===== src/rtl/hvt_mod.sv =====
// ----------------------------------------------------------------------------
// hvt_mod
// Bit-serial restoring remainder unit: one dividend bit per cycle.
// ----------------------------------------------------------------------------
module hvt_mod #(
  parameter int unsigned NW = 33,
  parameter int unsigned DW = 11
) (
  input  logic          clk_i,
  input  logic          rst_ni,
  input  logic          start_i,
  input  logic [NW-1:0] num_i,
  input  logic [DW-1:0] den_i,
  output logic          done_o,
  output logic [DW-1:0] rem_o
);

  localparam int unsigned CNW = $clog2(NW + 1);

  logic [NW-1:0]  num_q;
  logic [DW-1:0]  den_q;
  logic [DW-1:0]  rem_q, rem_d;
  logic [CNW-1:0] cnt_q;
  logic           done_q;
  logic [DW:0]    trial;
  logic [DW:0]    diff;

  always_comb begin
    trial = {rem_q, num_q[NW-1]};
    diff  = trial - {1'b0, den_q};
    rem_d = (trial >= {1'b0, den_q}) ? diff[DW-1:0] : trial[DW-1:0];
  end

  always_ff @(posedge clk_i or negedge rst_ni) begin
    if (!rst_ni) begin
      num_q  <= '0;
      den_q  <= '0;
      rem_q  <= '0;
      cnt_q  <= '0;
      done_q <= 1'b0;
    end else begin
      done_q <= 1'b0;
      if (start_i) begin
        num_q <= num_i;
        den_q <= den_i;
        rem_q <= '0;
        cnt_q <= CNW'(NW);
      end else if (cnt_q != '0) begin
        num_q  <= num_q << 1;
        rem_q  <= rem_d;
        cnt_q  <= cnt_q - CNW'(1);
        done_q <= (cnt_q == CNW'(1));
      end
    end
  end

  assign done_o = done_q;
  assign rem_o  = rem_q;

endmodule


===== config.mk =====
export PLATFORM = sky130hd
export DESIGN_NAME = hvt_mod
export DESIGN_NICKNAME = d
export VERILOG_FILES = /design/src/rtl/hvt_mod.sv
export SDC_FILE = /design/constraint.sdc
export NUM_CORES = 1
export LEC_CHECK = 0
export BUFFER_PORTS_ARGS = -buffer_cell sky130_fd_sc_hd__buf_2
export CORE_MARGIN = 5
export CORE_UTILIZATION = 45
export DETAILED_ROUTE_END_ITERATION = 12
export HOLD_SLACK_MARGIN = 0.08
export PLACE_DENSITY = 0.78
export SYNTH_ARGS = -nofsm -noshare
export SYNTH_HDL_FRONTEND = slang
export SYNTH_SLANG_ARGS = --single-unit
export TNS_END_PERCENT = 50

===== constraint.sdc =====
create_clock -name clk_i -period 2.4 [get_ports clk_i]
set_input_delay 0.24 -clock clk_i [delete_from_list [all_inputs] [get_ports clk_i]]
set_output_delay 0.24 -clock clk_i [all_outputs]
set_load 0.05 [all_outputs]

* Word level (Yosys, flattened, before mapping)
Index checks and enable logic that the tools add are counted.
** Word-level totals
- Memories kept :: 0
- Bits in read-only memories :: 0
- Output and inout bits :: 12
- Bits in latches :: 0
- RAM bits :: 0
- Register bits :: 62
- Input bits :: 47
- Logic and storage cells :: 20
** Operators by class
- Multiply operators :: 0
- Muxes and demuxes :: 9
- Div/mod/pow operators :: 0
- Bitwise logic cells :: 0
- Reductions and logical operators :: 2
- Equality and inequality tests :: 1
- Add/subtract/negate cells :: 2
- Magnitude comparators :: 1
- Shift-type cells :: 0
** Operators by type and width (number)
- 2-to-1 mux 33 bit :: 2
- 2-to-1 mux 11 bit :: 3
- greater-or-equal comparator 12 x 11 -> 1 bit :: 1
- 2-to-1 mux 6 bit :: 2
- subtractor 11 bit :: 1
- == test 6 x 1 -> 1 bit (second input constant) :: 1
- nonzero test 6 bit :: 1
- subtractor 6 x 1 -> 6 bit (second input constant) :: 1
- 2-to-1 mux 1 bit :: 2
- nonzero test 2 bit :: 1

* Depth between registers and ports, before layout
Gate-level depths: netlist (run 1).
- Depth in word-level cells :: 4
- Depth in mapped cells :: 11

* Worst setup path before layout (run 1)
OpenSTA, ideal clock, no wires.
- Kind :: register to register
- From :: register rem_q[0], in the netlist rem_o[0]
- To :: register rem_q[0], in the netlist rem_o[0]
- Arrival time :: 2.585 ns
- Required time :: 2.306 ns
- Slack :: -0.279 ns
- Cell stages (with the launch flop) :: 8
- Cell sequence :: dfrtp_1 -> fa_1 -> a211oi_2 -> o211ai_1 -> a21o_1 -> a211oi_4 -> mux2_2 -> a211oi_1
** On the way
- Longest elaborated chain between the ends :: 4
** Ends and longest elaborated chain
- from (decl) :: line 22 : logic [DW-1:0] rem_q, rem_d;
- from (signal assigned) :: line 50 : rem_q <= rem_d;
- greater-or-equal comparator 12 x 11 -> 1 bit :: line 31 : rem_d = (trial >= {1'b0, den_q}) ? diff[DW-1:0] : trial[DW-1:0];
- 2-to-1 mux 11 bit :: line 31
- 2-to-1 mux 11 bit :: line 48 : end else if (cnt_q != '0) begin
- 2-to-1 mux 11 bit :: line 43 : if (start_i) begin
Every way passes these cells. The select of a mux whose other input is x is not followed.
A chain may end at the register's enable or synchronous reset.

* Worst setup path after layout (run 1)
- From :: register num_q[32]
- To :: register rem_q[3], in the netlist rem_o[3]
** On the way
- Longest elaborated chain between the ends :: 4
- Elaborated cells between the ends (all ways) :: 5
** Ends and longest elaborated chain
- from (decl) :: line 20 : logic [NW-1:0] num_q;
- from (signal assigned) :: line 44 : num_q <= num_i;
- from (signal assigned) :: line 49 : num_q <= num_q << 1;
- subtractor 11 bit or greater-or-equal comparator 12 x 11 -> 1 bit (tied branches) :: line 30, 31
- 2-to-1 mux 11 bit * :: line 31
- 2-to-1 mux 11 bit * :: line 48
- 2-to-1 mux 11 bit * :: line 43
Every way passes the cells marked *; elsewhere a longest branch is shown, timed or not. The select of a mux whose other input is x is not followed.

==> results of run 1 <==
through the flow:
| step | utilization | hold WS [ps] | cells | instance area (um^2) | setup slack, ps |
|---|---|---|---|---|---|
| after floorplan | - | -55.59 | 356 | 3415 | 0.9865 |
| after global placement | 0.5293 | 308.4 | 507 | 3860 | -48.32 |
| after detailed placement | 0.5293 | 318.4 | 507 | 3860 | -124.0 |
| after CTS | 0.5729 | 86.19 | 528 | 4178 | -85.56 |
| after global routing | 0.5740 | 97.31 | 529 | 4185 | -249.7 |
| final | 0.5740 | 100.4 | 529 | 4185 | -108.9 |
cells in the final DEF (no fill, tap or decap), types with 6 or more instances in the layout:
cell type  netlist  layout
xnor2_1          6       6
clkbuf_8         0      14
buf_4            0      16
ha_1            14      13
inv_1           15      13
mux2i_1         33      33
dfrtp_1         62      59
o21ai_0         50      50
a21oi_1          8       7
nor2_1          21      21
nand2_1         63      61
buf_2            5      58
per-layer routing:
layer	part of all wire	routed length (um)	vias to the layer above
met5	0	0	-
met4	0.018	146	0
met3	0.059	475	13
met2	0.49	3949	84
met1	0.43	3474	1338
li1	-	-	1385
state kept, by name, summed over array words and instances, names as in the netlist:
signal	cells
num_q	33
den_q	11
done_o	1
cnt_q	6
rem_o	11
worst max path at each step:
stage	to	slack (ps)	cells past startpoint	start
floorplan	rem_o[0]	1	10	num_q[32]
global placement	rem_o[0]	-50	10	num_q[32]
detailed placement	rem_o[1]	-120	11	num_q[32]
CTS	rem_o[3]	-90	11	num_q[32]
global route	rem_o[6]	-250	11	num_q[32]
finish	rem_o[3]	-110	11	num_q[32]
tightest hold or removal path: stages:
cell     delay (ps)
buf_2            70
nand2_1          40
o21ai_0          50
power by group through the flow:
| stage | Clock, uW | Combinational, uW | Sequential, uW |
|---|---|---|---|
| after global routing | 1180 | 2280 | 1420 |
| after CTS | 1140 | 2040 | 1400 |
| after detailed placement | 0 | 1950 | 1410 |
| final | 1130 | 2080 | 1400 |
| after floorplan | 0 | 1210 | 1640 |
| after global placement | 0 | 1900 | 1400 |
cell families after synthesis:
family / after synthesis
AO/OA/AOI/OAI: 90
XOR/XNOR: 8
adder cells (fa/ha/maj): 15
buffers and inverters: 35
flip-flops: 62
multiplexers: 35
AND/OR/NAND/NOR: 111
timing repair:
item                                   in CTS  in global routing
hold buffers                                1                  0
pin swaps                                   3                  2
setup buffers                               4                  1
setup endpoints to repair                  11                 11
endpoints found under the hold margin      28                  0
gates resized for setup                     7                  0
final cells by class:
cell class / instances / area [um^2] / area share
clock buffer: 14 / 192.7 / 0.04604
clock inverter: 2 / 60.06 / 0.01435
sequential: 62 / 1555 / 0.3716
tap: 99 / 123.9 / 0.02960
inverter: 15 / 56.30 / 0.01345
multi-input combinational: 259 / 1734 / 0.4143
timing repair buffer: 78 / 462.9 / 0.1106
==> metrics.md, run 1 <==
| Metric | Value |
|---|---|
| Worst Max-Slew Pin Slew | `approximately 690 ps` |
| Post-Synth XOR/XNOR Area | `0.02063` |
| GRT Overall Usage | `0.1750` |
| Fin Setup TNS | `-619.7 ps` |
| Layout net count | `slightly below 500` |
| Area leader, netlist | `dfrtp_1` |
| Worst slew margin | `0.5367` |
| Syn avg cell area | `between 9 and 10 um^2` |
| Lkg Pwr | `around 0.0022 uW` |
| Slew Limit Fails | `0` |
| GRT met1 Usage | `0.2211` |
| Sequential share of power | `0.304` |
| Internal power | `2828 uW` |
| First-pass GRT wire length | `about 14,000 um` |
| Clk_lat worst skew | `340 ps` |
| Grt ovf | `0` |
| GR Util met2 | `0.2818` |
| Worst setup EP type | `flip-flop` |
| Skew final | `about 7.7 ps` |
| Full die area | `between 9000 and 10,000 um^2` |
| I/O Buffers | `a little under 60` |
| Async set or reset register ratio after synthesis | `1.000` |
| Die height | `approximately 97 um` |
| Synthesized net count | `about 420` |
| CP max FO | `6` |
| Wire per inst | `between 15 and 20 um` |
| Most Frequent Cell on Critical Path | `inv_2` |
| Net Sw Frac | `0.3874` |
| Final setup vio count | `10` |
| Final hold violation count | `0` |
| Area contributors post-synth | `dfrtp_1 46%, mux2i_1 9.7%, o21ai_0 7.4%, nand2_1 7.0%, ha_1 5.2%` |
| Reg2reg end | `rem_o[3]` |
| Total CTS buffers | `9` |
| Initial antenna violation count | `0` |
| Slowest cell on crit path | `dfrtp_1` |
| NetSw | `1788 uW` |
| Share of post-route cells with drive strength above 1 | `0.2651` |
| Initial DRC Count | `approximately 170` |
| Sinks on Clock Net | `a little over 60` |
| Combinational family with the most area after synthesis | `compound AO/OA/AOI/OAI gates` |
| Status | `finished, violations left` |
| Yosys Warn Count | `0` |
| Flops & latches, synth | `62` |
| Simple-Gate Fraction of Synth Area | `0.1455` |
| Worst R2R Path Depth | `11` |
| Worst hold path stage count | `3` |
| Hold Path Sink | `num_q[3]` |
| Filler cells | `around 650` |
| N_diodes | `0` |
| Period Utilization, post-route | `1.045` |
| Mux cell area share after synthesis | `0.1039` |
| Vias | `approximately 2,800` |
| Initial Utilization | `0.4659` |
| Total Power | `between 4000 and 5000 uW` |
| Routed WL | `~8000 um` |
| Ports | `just under 60` |
| Gpl congestion | `~0.90` |
| Worst-path clk slew | `around 70 ps` |
| Hold Path Class | `in -> reg` |
| Post-Syn Instances | `between 300 and 400` |
| Most instantiated library cell after synthesis | `nand2_1` |
| Initial DRT Pass Iterations | `4` |
| HPWL Detailed | `approximately 5600 um` |
| Synth Area in Compound Gates | `0.1731` |
| Unrepaired setup endpoints after global routing | `true` |
| Root Buffer | `clkbuf_8` |
| Sequential share of the synthesized area | `0.4567` |
| M3 GR Usage | `0.04604` |
| Tmin final | `about 2500 ps` |
| Worst path cell trace | `inv_2 -> ha_4 -> inv_2 -> fa_2 -> a211oi_2 -> o211ai_1 -> a21o_1 -> a211oi_4 -> buf_6 -> nand2_1 -> a311oi_2` |
| Vias per cell | `5.331` |
| Vias in the first global route | `around 2,800` |
| CP Launch Type | `flip-flop` |
| Clock Power Share | `0.244` |
| Die span in x | `~97 um` |
| Synth top area share | `0.4567` |
| Fmax achieved | `between 300 and 400 MHz` |
| Arrival time worst endpoint | `2750 ps` |
| CP peak stage delay | `410 ps` |
| Commonest cells post-synth | `63 x nand2_1, 62 x dfrtp_1, 50 x o21ai_0, 33 x mux2i_1, 21 x nor2_1` |
| Reg2reg start | `num_q[32]` |
| Hold Path Origin | `num_i[3]` |
| Max Cap Viol | `0` |
| Adder-cell share of the synthesized area | `0.05746` |
| Pin count of the biggest net entering global routing | `44` |
| Share of total power in combinational logic | `0.452` |
| Clock Path Buffers | `2` |
| VDD IR max | `roughly 0.44 mV` |
| WP data required | `between 2000 and 3000 ps` |
| Row Count | `31` |
| Synth Flop Type | `dfrtp_1` |
| Pwr/cell area | `about 1100 nW/um^2` |
| Number of flops mapped to enable cells by yosys | `0` |
| H-tree depth | `3` |
| Critical path type | `reg -> reg` |
| Violated checks | `negative setup slack` |
| Post-synthesis cell type count | `43` |
| Residual DRC count | `0` |
| Final ANT Viol Nets | `0` |
| GR peak layer | `met2` |
| CP bufs+invs | `3` |
| CP top delay family | `compound AO/OA/AOI/OAI gates` |
| CTS tree | `built` |
| Setup ws final | `-108.9 ps` |
| Core area | `7292 um^2` |
| R2R setup slack | `-110 ps` |
| Synth Cell Area | `roughly 3400 um^2` |
| Area added between synthesis and finish | `23.20%` |
Note: power is estimated with default switching activity, not from simulation.
==> run 2, diff against run 1 <==
BUFFER_PORTS_ARGS = not set   (was -buffer_cell sky130_fd_sc_hd__buf_2)
DONT_BUFFER_PORTS = 1   (was not set)
MAX_ROUTING_LAYER = met4   (was not set)
PLACE_DENSITY = 0.69   (was 0.78)
clock period = 3.15 ns   (was 2.4 ns; I/O delays follow)
==> run 2 against run 1 <==
Against the previous run: the run now ends clean; worst hold slack gained 1.7 ps; routed wire length shrank 1.8%; via count shrank 7.5%; first-iteration DRC count shrank 37%; count of clock-buffer cells in the layout shrank 4; core utilization shrank 4.1 points; register-to-register slack gained 530 ps; critical path depth shrank 1; non-clock buffer count shrank 52; combinational power shrank 33%; global-route usage grew 0.60 points; sequential power shrank 24%; highest routed layer unchanged.
==> metrics.md, run 2 (synthesized netlist as in run 1, its figures left out) <==
| Metric | Value |
|---|---|
| Total CTS buffers | `9 (unchanged)` |
| Pin count of the biggest net entering global routing | `63 (was 44)` |
| Arrival time worst endpoint | `2980 ps (was 2750 ps)` |
| Root Buffer | `clkbuf_8 (unchanged)` |
| Initial DRC Count | `105 (was 167)` |
| Internal power | `1847 uW (was 2828 uW)` |
| Skew final | `8.441 ps (was 7.712 ps)` |
| Row Count | `31 (unchanged)` |
| Net Sw Frac | `0.4114 (was 0.3874)` |
| Layout net count | `435 (was 487)` |
| CP bufs+invs | `2 (was 3)` |
| Worst Max-Slew Pin Slew | `715.3 ps (was 694.9 ps)` |
| Worst slew margin | `0.5216 (was 0.5367)` |
| Final ANT Viol Nets | `0 (unchanged)` |
| WHS | `102.1 ps (was 100.4 ps)` |
| Fin Setup TNS | `0 ps (was -619.7 ps)` |
| Max Cap Viol | `0 (unchanged)` |
| CTS tree | `built (unchanged)` |
| Sequential share of power | `0.341 (was 0.304)` |
| I/O Buffers | `0 (was 58)` |
| Area added between synthesis and finish | `14.44% (was 23.20%)` |
| Setup ws final | `418.9 ps (was -108.9 ps)` |
| VDD IR max | `0.3926 mV (was 0.4407 mV)` |
| Unrepaired setup endpoints after global routing | `false (was true)` |
| R2R setup slack | `420 ps (was -110 ps)` |
| Cell Area, Placed | `3517 um^2 (was 3860 um^2)` |
| Vias per cell | `5.456 (was 5.331)` |
| Most frequent cells in the layout | `62 x nand2_1, 62 x dfrtp_1, 50 x o21ai_0 (was 61 x nand2_1, 59 x dfrtp_1, 58 x buf_2)` |
| HPWL Detailed | `5025 um (was 5605 um)` |
| Die height | `96.89 um (unchanged)` |
| NetSw | `1291 uW (was 1788 uW)` |
| Initial antenna violation count | `1 (was 0)` |
| Critical path type | `reg -> reg (unchanged)` |
| Most Frequent Cell on Critical Path | `inv_1 (was inv_2)` |
| Dpl ws | `400.0 ps (was -124.0 ps)` |
| Ports | `59 (unchanged)` |
| Routed WL | `7902 um (was 8046 um)` |
| Sinks on Clock Net | `62 (unchanged)` |
| Period Utilization, post-route | `0.8670 (was 1.045)` |
| WP data required | `3400 ps (was 2640 ps)` |
| First-pass GRT wire length | `13,410 um (was 13,520 um)` |
| Worst setup EP type | `flip-flop (unchanged)` |
| Pwr/cell area | `807.0 nW/um^2 (was 1103 nW/um^2)` |
| Cts hold-fix bufs | `13 (was 1)` |
| Tmin final | `2731 ps (was 2509 ps)` |
| Fmax achieved | `366.2 MHz (was 398.6 MHz)` |
| Wire per inst | `16.53 um (was 15.21 um)` |
| Post-route cell area | `3887 um^2 (was 4185 um^2)` |
| Worst-path clk slew | `70 ps (about the same)` |
| GRT Overall Usage | `0.1810 (was 0.1750)` |
| GR peak layer | `met2 (unchanged)` |
| CP Launch Type | `flip-flop (unchanged)` |
| CP peak stage delay | `400 ps (was 410 ps)` |
| Clock Power Share | `0.217 (was 0.244)` |
| Grt ovf | `0 (unchanged)` |
| Clock Path Buffers | `2 (unchanged)` |
| Gpl congestion | `0.8158 (was 0.9030)` |
| CP max FO | `4 (was 6)` |
| H-tree depth | `3 (unchanged)` |
| Final setup vio count | `0 (was 10)` |
| Full die area | `9387 um^2 (unchanged)` |
| Hold Path Class | `in -> reg (unchanged)` |
| Worst path cell trace | `inv_1 -> ha_1 -> inv_1 -> fa_1 -> a211oi_2 -> o211ai_1 -> a21o_1 -> a211oi_4 -> mux2_2 -> a211oi_1 (was inv_2 -> ha_4 -> inv_2 -> fa_2 -> a211oi_2 -> o211ai_1 -> a21o_1 -> a211oi_4 -> buf_6 -> nand2_1 -> a311oi_2)` |
| Post-cts repair resize count | `0 (was 7)` |
| Initial Utilization | `0.4659 (unchanged)` |
| Clk_lat worst skew | `340 ps (about the same)` |
| Status | `completed (was finished, violations left)` |
| Die span in x | `96.89 um (unchanged)` |
| Setup bufs post-CTS | `0 (was 4)` |
| Share of post-route cells with drive strength above 1 | `0.1005 (was 0.2651)` |
| Largest Register | `num_q (unchanged)` |
| CP top delay family | `compound AO/OA/AOI/OAI gates (unchanged)` |
| GR Util met2 | `0.2749 (was 0.2818)` |
| Slowest cell on crit path | `fa_1 (was dfrtp_1)` |
| Share of total power in combinational logic | `0.442 (was 0.452)` |
| Layout Utilization | `0.5331 (was 0.5740)` |
| GRT met1 Usage | `0.2291 (was 0.2211)` |
| Final hold violation count | `0 (unchanged)` |
| Residual DRC count | `0 (unchanged)` |
| Core area | `7292 um^2 (unchanged)` |
| Slew Limit Fails | `0 (unchanged)` |
| Initial DRT Pass Iterations | `4 (unchanged)` |
| Lkg Pwr | `0.001923 uW (was 0.002167 uW)` |
| Vias | `2,608 (was 2,820)` |
| Vias in the first global route | `2,690 (was 2,825)` |
| M3 GR Usage | `0.06763 (was 0.04604)` |
| Largest register FFs | `33 (unchanged)` |
[run 2: path summary, 6_finish.rpt]
kind / start / end / cells after the start
worst max register to register: num_q[32] / rem_o[0] / 10
worst min register to register: den_q[0] / den_q[0] / 1
min in group asynchronous: rst_ni / num_q[16] / 2
worst min-delay path: num_i[17] / num_q[17] / 2
worst max-delay path: num_q[32] / rem_o[0] / 10
max in group asynchronous: rst_ni / num_q[3] / 2
[run 2: stage by stage]
step | instances | power [uW]
finish | 478 | 3137
global route | 478 | 3372
CTS | 475 | 3170
detailed placement | 446 | 2422
global placement | 446 | 2384
floorplan | 356 | 2153
[run 2: layer usage]
metal | part of all wire | wire length, um
met1 | 0.46 | 3654
met2 | 0.46 | 3656
met3 | 0.066 | 518
met4 | 0.0091 | 72
met5 | 0 | 0
[run 2: final cells by class]
type / count / area [um^2]
clock inverters: 6 / 62.56
inverters: 15 / 56.30
flip-flops and latches: 62 / 1551
well taps: 99 / 123.9
multi-input cells: 259 / 1703
clock buffers: 10 / 127.6
fillers: 668 / 3405
repair buffers: 26 / 260.3
diodes: 1 / 2.502
[run 2: power by group through the flow]
stage	clock, uW	combinational (uW)	sequential, uW
finish	680	1390	1070
global route	745	1540	1090
CTS	710	1390	1070
detailed placement	0	1340	1090
global placement	0	1300	1090
floorplan	0	910	1240
