[config.mk]
export PLATFORM = sky130hd
export DESIGN_NAME = hvt_ram
export DESIGN_NICKNAME = d
export VERILOG_FILES = /design/src/rtl/hvt_ram.sv
export SDC_FILE = /design/constraint.sdc
export NUM_CORES = 1
export LEC_CHECK = 0
export BUFFER_PORTS_ARGS = -buffer_cell sky130_fd_sc_hd__buf_2
export CORE_UTILIZATION = 59
export DETAILED_ROUTE_END_ITERATION = 6
export MAX_ROUTING_LAYER = met4
export PLACE_DENSITY = 0.77
export SLEW_MARGIN = 40
export SYNTH_ARGS = -nofsm -noshare
export SYNTH_HDL_FRONTEND = slang
export SYNTH_SLANG_ARGS = --single-unit
[constraint.sdc]
create_clock -name clk_i -period 2.09 [get_ports clk_i]
set_input_delay 0.209 -clock clk_i [delete_from_list [all_inputs] [get_ports clk_i]]
set_output_delay 0.209 -clock clk_i [all_outputs]
set_load 0.1 [all_outputs]
[src/rtl/hvt_ram.sv]
// ----------------------------------------------------------------------------
// hvt_ram
// Generic single-write, single-read RAM with registered read data.
// ----------------------------------------------------------------------------
module hvt_ram #(
  parameter int unsigned WIDTH = 8,
  parameter int unsigned DEPTH = 16,
  localparam int unsigned AW = (DEPTH > 1) ? $clog2(DEPTH) : 1
) (
  input  logic             clk_i,
  input  logic             we_i,
  input  logic [AW-1:0]    waddr_i,
  input  logic [WIDTH-1:0] wdata_i,
  input  logic [AW-1:0]    raddr_i,
  output logic [WIDTH-1:0] rdata_o
);

  logic [WIDTH-1:0] mem_q [DEPTH];

  always_ff @(posedge clk_i) begin
    if (we_i) begin
      mem_q[waddr_i] <= wdata_i;
    end
    rdata_o <= mem_q[raddr_i];
  end

endmodule

# Word level (Yosys, flattened, before mapping)
# Memories as Yosys holds them, arrays and structs flattened. A register that Yosys moved wholly into a read port is not among the register bits.
# Index checks and enable logic that the tools add are counted.
# W data, S select, Z words.
# totals
ramBits	128
reg_bits	0
memories	1
# memory_table
memory	words	word_bits	read_ports	rd_ports_with_merged_regs	write_ports	line	rtl
mem_q	16	8	1	1	1	18	logic [WIDTH-1:0] mem_q [DEPTH];
# classes
n_mux	2
# op_table
op	count
$mux W1	2

# Longest topological paths before layout
# Gate-level depths: netlist (run 1).
# logic_depth
word_depth	2
ltp_mapped	5

# Worst setup path before layout (run 1)
# OpenSTA, ideal clock, no wires.
# synth_timing
kind	input port to flip-flop
from	input port waddr_i[2]
to	memory mem_q[0][0], enable pin
setup_time_ns	0.383
path_stages	2
arrival_time_ns	1.319
path_slack_ns	0.388
path_buffers	0
path_cell_list	or3b_2 nor3_1
# synth_lines
item	line	rtl
start, declared	12	input logic [AW-1:0] waddr_i,
end, declared	18	
# Straight into the memory's write port.

# Final worst setup path (run 1)
# layout_timing
from	register rdata_o[0] (read register of mem_q)
to	output port rdata_o[0]
# layout_lines
item	line	rtl
start, declared	15	output logic [WIDTH-1:0] rdata_o
# No word-level cell between the ends.

==> impl_metrics.csv, run 1 <==
group,metric,value,unit
drt,detail_route.iter0.violations,298,
timing,final.period_utilization,72.75,%
clock_tree,numCtsBuffers,17,
clock_tree,tritoncts_clock_tree,"yes",
placement,dp_hpwl,5740,um
worst_hold_path,hold_path_class,"in -> reg",
cells_and_area,post_layout_nonfiller_instances,399,
floorplan,die-height,95.41,um
timing,timing.final.hold_violations,0,
worst_setup_path,cell_family_contributing_the_most_delay_on_the_critical_path,"buffers and inverters",
drt,drt_pass1_iterations,5,
flow_run,max_cap_viol_count,0,
drt,routed-via-count,2514,
timing,rsz0062_at_grt,"no",
synthesis,synth_top_cells_by_area,"sky130_fd_sc_hd__edfxtp_1 75%, sky130_fd_sc_hd__mux4_2 7.9%, sky130_fd_sc_hd__mux4_1 7.1%, sky130_fd_sc_hd__dfxtp_1 3.1%, sky130_fd_sc_hd__a22oi_1 2.3%",
placement,port-buffer-count,25,
timing,setup_viol,0,
power_and_ir_drop,leakagePower,2.033,nW
worst_setup_path,cp.buffers_inverters,1,
synthesis,synthesis.yosys.warnings,0,
synthesis,postSynthRegisterBits,136,
timing,max_slew.worst_pin.slew,686.7,ps
drt,wirelength,10090,um
global_routing,overall_global_routing_usage,25.92,%
drt,drt-wirelength-per-cell,25.30,um
floorplan,die-area,0.009102,sq mm
worst_setup_path,slowest_stage,"sky130_fd_sc_hd__buf_2",
worst_setup_path,crit_arrival,1310,ps
timing,timing.clock.skew,8.210,ps
floorplan,coreArea,0.008341,sq mm
worst_setup_path,worstSetupPathType,"reg -> out",
clock_tree,clk_latency_worst_skew_pair,510,ps
cells_and_area,insertedDiodeCount,0,
cells_and_area,areaGrowthSynthToFinish,15.87,%
synthesis,seq_area_frac_synth,77.78,%
synthesis,synthesis.instances,229,
worst_setup_path,critical_path_required,1880,ps
clock_tree,cts.root.buffer_cell,"sky130_fd_sc_hd__clkbuf_8",
cells_and_area,post-route-cell-area,0.005964,sq mm
floorplan,floorplan.die.width,95.41,um
drt,post_drt_via_cell_ratio,6.301,
synthesis,synthDistinctLibCells,19,
timing,slew-limit-headroom,54.13,%
worst_setup_path,critical_path.max_stage_delay,440,ps
placement,number_of_cells_in_the_design_after_placement,367,
drt,number_of_nets_with_antenna_violations_after_detailed_routing,0,
clock_tree,cts_repair_resize_count,0,
floorplan,core.rowCount,33,
drt,route.detailed.drc,0,
global_routing,grt_pass1_wl,14850,um
worst_setup_path,timing.critical_path.to_type,"output port",
synthesis,synth_top_area_share,74.67,%
worst_setup_path,path_max_fanout,1,
floorplan,initial_core_util,61.72,%
timing,fin_setup_tns,0,ps
cells_and_area,final_nets,299,
clock_tree,htree_levels,4,
synthesis,syn_nets,247,
placement,globalplace.congestion,0.7359,
synthesis,syn_area_per_cell,22.48,sq um
worst_setup_path,timing.critical_path.cells,"buf_2",
global_routing,maximum_number_of_pins_on_one_net_before_global_route_repair,33,
synthesis,synth_area,0.005147,sq mm
clock_tree,clock_sink_count,136,
global_routing,congestion_overflow_gr,0,
clock_tree,path_clk_slew,60,ps
timing,drv_slew,0,
global_routing,first_global_vias,2474,
timing,fmax,657.7,MHz
clock_tree,cts_post_setup_buffers_inserted,0,
placement,dpl-instance-area,0.005478,sq mm
cells_and_area,drive_above_1_share,28.91,%
power_and_ir_drop,peakVddDrop,582.7,uV
clock_tree,post_cts_hold_buffer_count,0,
worst_setup_path,timing.critical_path.from_type,"flop",
outcome,status,"finished, final reports clean",
clock_tree,cts-root-to-sink-buffers,2,
timing,layout_min_cycle_time,1521,ps
global_routing,antenna_found_initial,0,
floorplan,ioPinCount,26,
synthesis,synth_area_leader_cell,"sky130_fd_sc_hd__edfxtp_1",
power_and_ir_drop,power-per-cell-area,994.4,mW/mm^2
==> cell type report <==
type                            count  area (sq um)
Clock buffer                       20         425.4
Clock inverter                     12         61.31
Fill cell                         491          2376
Multi-Input combinational cell     83          1057
Sequential cell                   136          4004
Tap cell                          105         131.4
Timing Repair Buffer               43         285.3
==> Yosys cell counts, drive strengths merged <==
library cell / n
nor2b: 1
mux4: 32
a22oi: 16
edfxtp: 128
nand2: 9
nand3: 1
nor3: 4
buf: 7
and2b: 1
and2: 1
clkdlybuf4s25: 3
nand2b: 2
or3b: 1
nand3b: 2
dfxtp: 8
nor2: 13
==> where the power goes <==
group	internal (W)	switching [W]
Clock	0.00142	0.00103
Sequential	0.00305	0.0000203
Combinational	0.000122	0.000289
==> per-layer routing <==
metal  track usage (%)  up-vias  share of wire [%]
met5                 -        -                  0
met4             12.31        0                2.3
met3             7.895       20                8.3
met2             37.02      149                 49
met1             34.57     1268                 40
li1                  -     1077                  -
==> kinds of logic after synthesis <==
logic type / synth area share [%]
muxes: 15.02
AOI/OAI and AO/OA: 2.334
buffers and inverters: 1.677
and+or+nand+nor: 3.184
DFF: 77.78
==> worst register-to-register path, stage by stage (launching register included) <==
cell	delay, ps
sky130_fd_sc_hd__edfxtp_1	400
sky130_fd_sc_hd__mux4_1	560
sky130_fd_sc_hd__a22oi_1	240
sky130_fd_sc_hd__nand2_1	110
==> worst paths after layout <==
path	startpoint	endpoint	slack, ps	cells after the start
max	rdata_o[0]	rdata_o[0]	570	1
min	wdata_i[2]	mem_q[11][2]	90	1
max reg2reg	mem_q[4][2]	rdata_o[2]	670	3
min reg2reg	mem_q[15][7]	rdata_o[7]	690	3
==> registers in the layout, summed over array words and instances, names as in the netlist <==
| signal | flops |
|---|---|
| mem_q | 128 |
| rdata_o | 8 |
==> placed cells by master (no fill, tap or decap), types with 4 or more instances in the layout <==
cell,Yosys,final
sky130_fd_sc_hd__mux4_2,18,18
sky130_fd_sc_hd__nand2_1,9,9
sky130_fd_sc_hd__buf_2,3,25
sky130_fd_sc_hd__mux4_1,14,14
sky130_fd_sc_hd__clkbuf_16,0,16
sky130_fd_sc_hd__buf_4,1,16
sky130_fd_sc_hd__nor2_1,13,13
sky130_fd_sc_hd__nor3_1,4,4
sky130_fd_sc_hd__edfxtp_1,128,128
sky130_fd_sc_hd__dfxtp_1,8,8
sky130_fd_sc_hd__clkinv_1,0,6
sky130_fd_sc_hd__a22oi_1,16,16
==> stage by stage <==
step	hold WS, ps	total power, W	setup WS, ps	utilization (%)
after floorplan	307.9	0.003407	388.1	-
after global placement	597.5	0.003523	376.9	65.68
after detailed placement	613.3	0.003532	357.0	65.68
after CTS	72.50	0.005965	534.6	71.51
after global routing	79.55	0.006099	517.7	71.51
final	85.95	0.005931	569.4	71.51
Power figures use the tool's default switching activity.
==> run 2, diff against run 1 <==
- ABC_AREA: not set -> 1
- clock period: 2.09 -> 1.4 ns (I/O delays scaled with it)
==> run 2 against run 1 <==
Wire length grew 27%. Hold slack worse by 57 ps. Synthesized cell count up 140%. Cell area increased by 13%. Combinational power rose by 89%. Critical path depth unchanged. Die area is 12% higher. Critical path type unchanged. Critical endpoint unchanged. Largest cell class unchanged. Highest routed layer unchanged.
==> impl_metrics.csv, run 2 <==
group,metric,value,unit
cells_and_area,total_area_of_multi_input_combinational_cells,0.001214,sq mm
drt,number_of_nets_with_antenna_violations_after_detailed_routing,0,
cells_and_area,final-seq-area,0.004004,sq mm
floorplan,initial_core_util,61.54,%
cells_and_area,insertedDiodeCount,0,
synthesis,largest_family_of_logic_cells_by_synthesized_area,"simple AND/OR/NAND/NOR gates",
floorplan,ioPinCount,26,
placement,number_of_cells_in_the_design_after_placement,705,
synthesis,number_of_flops_mapped_to_enable_cells_by_yosys,128,
floorplan,core.rowCount,35,
synthesis,seq_area_frac_synth,69.43,%
worst_setup_path,worstSetupPathType,"reg -> out",
cells_and_area,post_layout_nonfiller_instances,738,
synthesis,synthesis.instances,551,
cells_and_area,final.fill_count,647,
floorplan,floorplan.die.width,100.9,um
synthesis,syn_nets,569,
power_and_ir_drop,peakVddDrop,923.5,uV
synthesis,synthDistinctLibCells,12,
timing,drv_slew,0,
cells_and_area,most_frequent_cells_in_the_layout,"173 x sky130_fd_sc_hd__nand2_1, 128 x sky130_fd_sc_hd__edfxtp_1, 100 x sky130_fd_sc_hd__inv_1",
worst_hold_path,hold_path_class,"in -> reg",
worst_setup_path,timing.critical_path.from_type,"flop",
timing,max_slew.worst_pin.slew,490.8,ps
flow_run,max_cap_viol_count,0,
global_routing,antenna_found_initial,0,
placement,port-buffer-count,25,
synthesis,adder_and_majority_cell_fraction_of_the_synthesized_area,0,%
drt,drt-wirelength-per-cell,17.30,um
worst_setup_path,cell_family_contributing_the_most_delay_on_the_critical_path,"flip-flops",
clock_tree,tritoncts_clock_tree,"yes",
outcome,status,"finished, final reports clean",
floorplan,die-height,100.9,um
placement,dp_hpwl,7486,um
floorplan,coreArea,0.009371,sq mm
worst_setup_path,critical_path_required,1260,ps
worst_setup_path,timing.critical_path.to_type,"output port",
worst_setup_path,crit_arrival,1220,ps
worst_setup_path,critical_path.max_stage_delay,380,ps
synthesis,synth_area,0.005767,sq mm
timing,fmax,737.5,MHz
synthesis,synth_ff_type,"sky130_fd_sc_hd__edfxtp_1",
global_routing,overall_global_routing_usage,28.71,%
clock_tree,cts-root-to-sink-buffers,2,
power_and_ir_drop,p_sw,0.002306,W
synthesis,synthSimpleGateAreaFrac,21.05,%
worst_setup_path,cp.buffers_inverters,1,
power_and_ir_drop,power.share.sequential,46.6,%
power_and_ir_drop,power_report.internal_total,0.007523,W
power_and_ir_drop,p_clk_share,45.5,%
worst_setup_path,path_max_fanout,1,
drt,routed-via-count,3980,
clock_tree,numCtsBuffers,17,
timing,timing.clock.skew,6.405,ps
cells_and_area,final_nets,614,
placement,globalplace.congestion,0.8685,
synthesis,synthesis.yosys.warnings,0,
cells_and_area,drive_above_1_share,13.46,%
timing,fin_setup_tns,0,ps
clock_tree,htree_levels,4,
synthesis,async_reset_ff_share,0,%
synthesis,synthMuxAreaShare,0,%
synthesis,synth.cells.most_frequent,"173 x sky130_fd_sc_hd__nand2_1, 128 x sky130_fd_sc_hd__edfxtp_1, 100 x sky130_fd_sc_hd__inv_1",
drt,post_drt_via_cell_ratio,5.393,
drt,detail_route.iter0.violations,473,
timing,final.period_utilization,96.86,%
drt,drt_pass1_iterations,5,
cells_and_area,areaGrowthSynthToFinish,16.86,%
cells_and_area,largest-register,"mem_q",
synthesis,synth_top_area_share,66.65,%
global_routing,grt_pass1_wl,19880,um
synthesis,synth-xor-area-share,0,%
cells_and_area,biggestRegsByFlops,"mem_q (128), rdata_o (8)",
timing,setup_viol,0,
synthesis,synth_top_cells_by_area,"sky130_fd_sc_hd__edfxtp_1 67%, sky130_fd_sc_hd__nand2_1 11%, sky130_fd_sc_hd__nand3_1 8.4%, sky130_fd_sc_hd__inv_1 6.5%, sky130_fd_sc_hd__dfxtp_1 2.8%",
cells_and_area,largest_register_ffs,128,
global_routing,first_global_vias,3809,
timing,slew-limit-headroom,67.24,%
drt,route.detailed.drc,0,
timing,timing.final.hold_violations,0,
clock_tree,cts_post_setup_buffers_inserted,0,
timing,rsz0062_at_grt,"no",
power_and_ir_drop,leakagePower,2.945,nW
power_and_ir_drop,total_power,0.009828,W
clock_tree,clock_sink_count,136,
synthesis,postSynthRegisterBits,136,
global_routing,congestion_overflow_gr,0,
synthesis,compound_gate_fraction_of_synth_area,0,%
clock_tree,path_clk_slew,60,ps
worst_setup_path,setup.reg_to_reg.worst_slack,340,ps
power_and_ir_drop,power-per-cell-area,1458,mW/mm^2
timing,layout_min_cycle_time,1356,ps
worst_setup_path,timing.critical_path.cells,"buf_4",
worst_setup_path,slowest_stage,"sky130_fd_sc_hd__dfxtp_1",
power_and_ir_drop,share_comb_of_total_power,7.9,%
drt,wirelength,12770,um
cells_and_area,layout_commonest_cell,"sky130_fd_sc_hd__nand2_1",
power_and_ir_drop,switching_share,23.46,%
floorplan,die-area,0.01017,sq mm
synthesis,synth_area_leader_cell,"sky130_fd_sc_hd__edfxtp_1",
synthesis,syn_area_per_cell,10.47,sq um
clock_tree,cts.root.buffer_cell,"sky130_fd_sc_hd__clkbuf_8",
clock_tree,clk_latency_worst_skew_pair,530,ps
global_routing,maximum_number_of_pins_on_one_net_before_global_route_repair,65,
synthesis,yosysMostFrequentCell,"sky130_fd_sc_hd__nand2_1",
run 2: worst paths after layout:
path / start / end / depth (start not counted)
worst max-delay path: rdata_o[0] / rdata_o[0] / 1
worst min register to register: mem_q[5][6] / rdata_o[6] / 6
worst min-delay path: wdata_i[7] / mem_q[3][7] / 1
worst max register to register: mem_q[15][5] / rdata_o[5] / 6
run 2: kinds of logic after synthesis:
family        count (synthesis)
buf+inv                     126
simple gates                289
flops                       136
run 2: power groups by stage:
stage	combinational, W	clock, W	sequential, W
after global placement	0.000734	0	0.00466
after CTS	0.000770	0.00451	0.00458
after global routing	0.000834	0.00467	0.00458
final	0.000778	0.00447	0.00458
after detailed placement	0.000748	0	0.00466
after floorplan	0.000321	0	0.00485
run 2: timing repair:
action	in CTS	in global routing
resized for setup	5	3
hold buffers	1	0
endpoints found under the hold margin	4	0
pin swaps	0	0
endpoints found under the setup margin	5	3
run 2: through the flow:
step / instance area [sq um] / setup WS [ps] / hold slack [ps] / util [%]
floorplan: 5767 / 309.2 / 238.9 / -
global placement: 6105 / 128.1 / 501.1 / 65.14
detailed placement: 6105 / 143.5 / 504.4 / 65.14
CTS: 6731 / 4.064 / 8.744 / 71.83
global route: 6739 / 24.37 / 20.95 / 71.91
finish: 6739 / 44.00 / 29.08 / 71.91
run 2: layout make-up:
type | count | share of cell area [%]
Clock buffer | 19 | 6.405
Clock inverter | 13 | 2.562
Inverter | 102 | 5.681
Multi-Input combinational cell | 289 | 18.01
Sequential cell | 136 | 59.41
Tap cell | 129 | 2.395
Timing Repair Buffer | 50 | 5.533
run 2: routing by layer:
layer  global-route usage (%)  vias to the layer above  wire length (um)
met5                        -                        -                 0
met4                    13.27                        0               408
met3                    7.351                       38              1182
met2                    44.20                      229              6252
met1                    36.08                     1847              4925
li1                         -                     1866                 -
==> run 3, diff against run 2 <==
- MAX_ROUTING_LAYER: met4 -> not set
==> run 3 against run 2 <==
Critical path depth is the same. Maximum frequency grew 3.9%. Hold slack lost 3.6 ps. First-iteration DRC count grew 0.21%. Clock skew grew 6.1 ps. Sequential share of layout area shrank 0.055 points. Non-clock buffer count grew 1. Clock-buffer cell count grew 2. Worst setup slack gained 51 ps. Critical path type unchanged.
==> impl_metrics.csv, run 3 (synthesis results as in run 2) <==
group,metric,value,unit
floorplan,core.rowCount,35,
drt,drt-wirelength-per-cell,17.52,um
global_routing,maximum_number_of_pins_on_one_net_before_global_route_repair,65,
outcome,status,"finished, final reports clean",
clock_tree,htree_levels,4,
cells_and_area,areaGrowthSynthToFinish,16.97,%
drt,drt-met1-wl,5221,um
cells_and_area,drive_above_1_share,13.28,%
floorplan,coreArea,0.009371,sq mm
clock_tree,tritoncts_clock_tree,"yes",
worst_hold_path,hold_path_class,"in -> reg",
timing,slew-limit-headroom,65.96,%
floorplan,initial_core_util,61.54,%
power_and_ir_drop,power_report.internal_total,0.007515,W
floorplan,die-height,100.9,um
clock_tree,cts.root.buffer_cell,"sky130_fd_sc_hd__clkbuf_8",
drt,drt_pass1_iterations,5,
cells_and_area,most_frequent_cells_in_the_layout,"173 x sky130_fd_sc_hd__nand2_1, 128 x sky130_fd_sc_hd__edfxtp_1, 100 x sky130_fd_sc_hd__inv_1",
drt,uppermost_layer_routed,"met4",
drt,wl_met3,1069,um
global_routing,grt_pass1_wl,20560,um
power_and_ir_drop,share_comb_of_total_power,8.1,%
power_and_ir_drop,power-per-cell-area,1446,mW/mm^2
worst_setup_path,critical_path_required,1260,ps
floorplan,floorplan.die.width,100.9,um
worst_setup_path,cell_family_contributing_the_most_delay_on_the_critical_path,"flip-flops",
timing,max_slew.worst_pin.slew,510.0,ps
global_routing,overall_global_routing_usage,28.89,%
placement,port-buffer-count,25,
placement,dp_hpwl,7618,um
power_and_ir_drop,switching_share,22.96,%
cells_and_area,final_nets,615,
worst_setup_path,crit_arrival,1160,ps
cells_and_area,largest_register_ffs,128,
power_and_ir_drop,peakVddDrop,999.1,uV
worst_setup_path,worstSetupPathType,"reg -> out",
timing,setup_viol,0,
power_and_ir_drop,p_clk_share,45.0,%
timing,timing.final.hold_violations,0,
clock_tree,cts-root-to-sink-buffers,2,
worst_setup_path,critical_path.max_stage_delay,340,ps
timing,timing.clock.skew,12.47,ps
global_routing,antenna_found_initial,0,
worst_setup_path,path_max_fanout,1,
worst_setup_path,timing.critical_path.from_type,"flop",
timing,hold_slack,25.47,ps
placement,number_of_cells_in_the_design_after_placement,706,
cells_and_area,post_layout_nonfiller_instances,739,
timing,fmax,766.4,MHz
worst_setup_path,cp.buffers_inverters,1,
timing,rsz0062_at_grt,"no",
drt,number_of_nets_with_antenna_violations_after_detailed_routing,0,
floorplan,ioPinCount,26,
power_and_ir_drop,p_sw,0.002240,W
cells_and_area,layout_commonest_cell,"sky130_fd_sc_hd__nand2_1",
drt,route.detailed.drc,0,
power_and_ir_drop,power.share.sequential,47.0,%
power_and_ir_drop,leakagePower,2.948,nW
clock_tree,clock_sink_count,136,
worst_setup_path,timing.critical_path.cells,"buf_4",
cells_and_area,insertedDiodeCount,0,
worst_setup_path,slowest_stage,"sky130_fd_sc_hd__dfxtp_1",
global_routing,first_global_vias,3944,
drt,wirelength,12950,um
drt,post_drt_via_cell_ratio,5.383,
floorplan,die-area,0.01017,sq mm
drt,detailroute.wirelength.met2,6199,um
global_routing,congestion_overflow_gr,0,
timing,drv_slew,0,
clock_tree,clk_latency_worst_skew_pair,530,ps
cells_and_area,biggestRegsByFlops,"mem_q (128), rdata_o (8)",
cells_and_area,final.fill_count,665,
clock_tree,numCtsBuffers,17,
drt,detail_route.iter0.violations,474,
timing,layout_min_cycle_time,1305,ps
timing,final.period_utilization,93.20,%
flow_run,max_cap_viol_count,0,
timing,fin_setup_tns,0,ps
power_and_ir_drop,total_power,0.009756,W
worst_setup_path,timing.critical_path.to_type,"output port",
clock_tree,path_clk_slew,60,ps
cells_and_area,largest-register,"mem_q",
drt,routed-via-count,3978,
placement,globalplace.congestion,0.8043,
[run 3: routing by layer]
layer / GRT usage (%) / vias to the layer above
met3: 7.282 / 32
met2: 45.94 / 201
li1: - / 1868
met4: 14.83 / 0
met1: 37.12 / 1877
met5: 0 / -
[run 3: final timing paths]
kind / startpoint / end / slack, ps / cells past startpoint
min reg2reg: mem_q[6][7] / rdata_o[7] / 680 / 6
min: wdata_i[4] / mem_q[3][4] / 30 / 1
max reg2reg: mem_q[11][2] / rdata_o[2] / 320 / 6
max: rdata_o[1] / rdata_o[1] / 100 / 1
[run 3: power by group through the flow]
stage	registers [W]	logic, W	clock network [W]
final	0.00458	0.000789	0.00439
after CTS	0.00458	0.000783	0.00442
after global routing	0.00459	0.000845	0.00457
after detailed placement	0.00466	0.000755	0
after floorplan	0.00485	0.000321	0
after global placement	0.00466	0.000741	0
[run 3: worst reg2reg max path, cell delays in order, from the launching register on]
cell                       delay (ps)
sky130_fd_sc_hd__edfxtp_1         360
sky130_fd_sc_hd__inv_1             70
sky130_fd_sc_hd__nand2_1           50
sky130_fd_sc_hd__nand3_1          110
sky130_fd_sc_hd__nand3_1          100
sky130_fd_sc_hd__nand3_1          180
sky130_fd_sc_hd__nand2_1           80
[run 3: what timing repair did]
item                                    in CTS  in global routing
hold buffers                                 1                  0
resized for setup                            6                  2
hold endpoints to repair                     3                  0
endpoints found under the setup margin       6                  2
setup buffers                                0                  0
[run 3: metrics by stage]
stage / util (%) / cell area (sq um) / worst slack (ps)
floorplan: - / 5767 / 309.2
global placement: 65.35 / 6125 / 120.1
detailed placement: 65.35 / 6125 / 119.2
CTS: 71.92 / 6740 / 0.1420
global route: 71.98 / 6745 / 68.89
finish: 71.98 / 6745 / 95.24
[run 3: final cells by class]
type	count	area, sq um	share of cell area, %
clock buffers	21	439.2	6.511
well taps	129	161.4	2.393
inverters	102	382.9	5.676
clock inverters	11	151.4	2.244
flip-flops and latches	136	4004	59.36
repair buffers	51	392.9	5.825
multi-input cells	289	1214	17.99
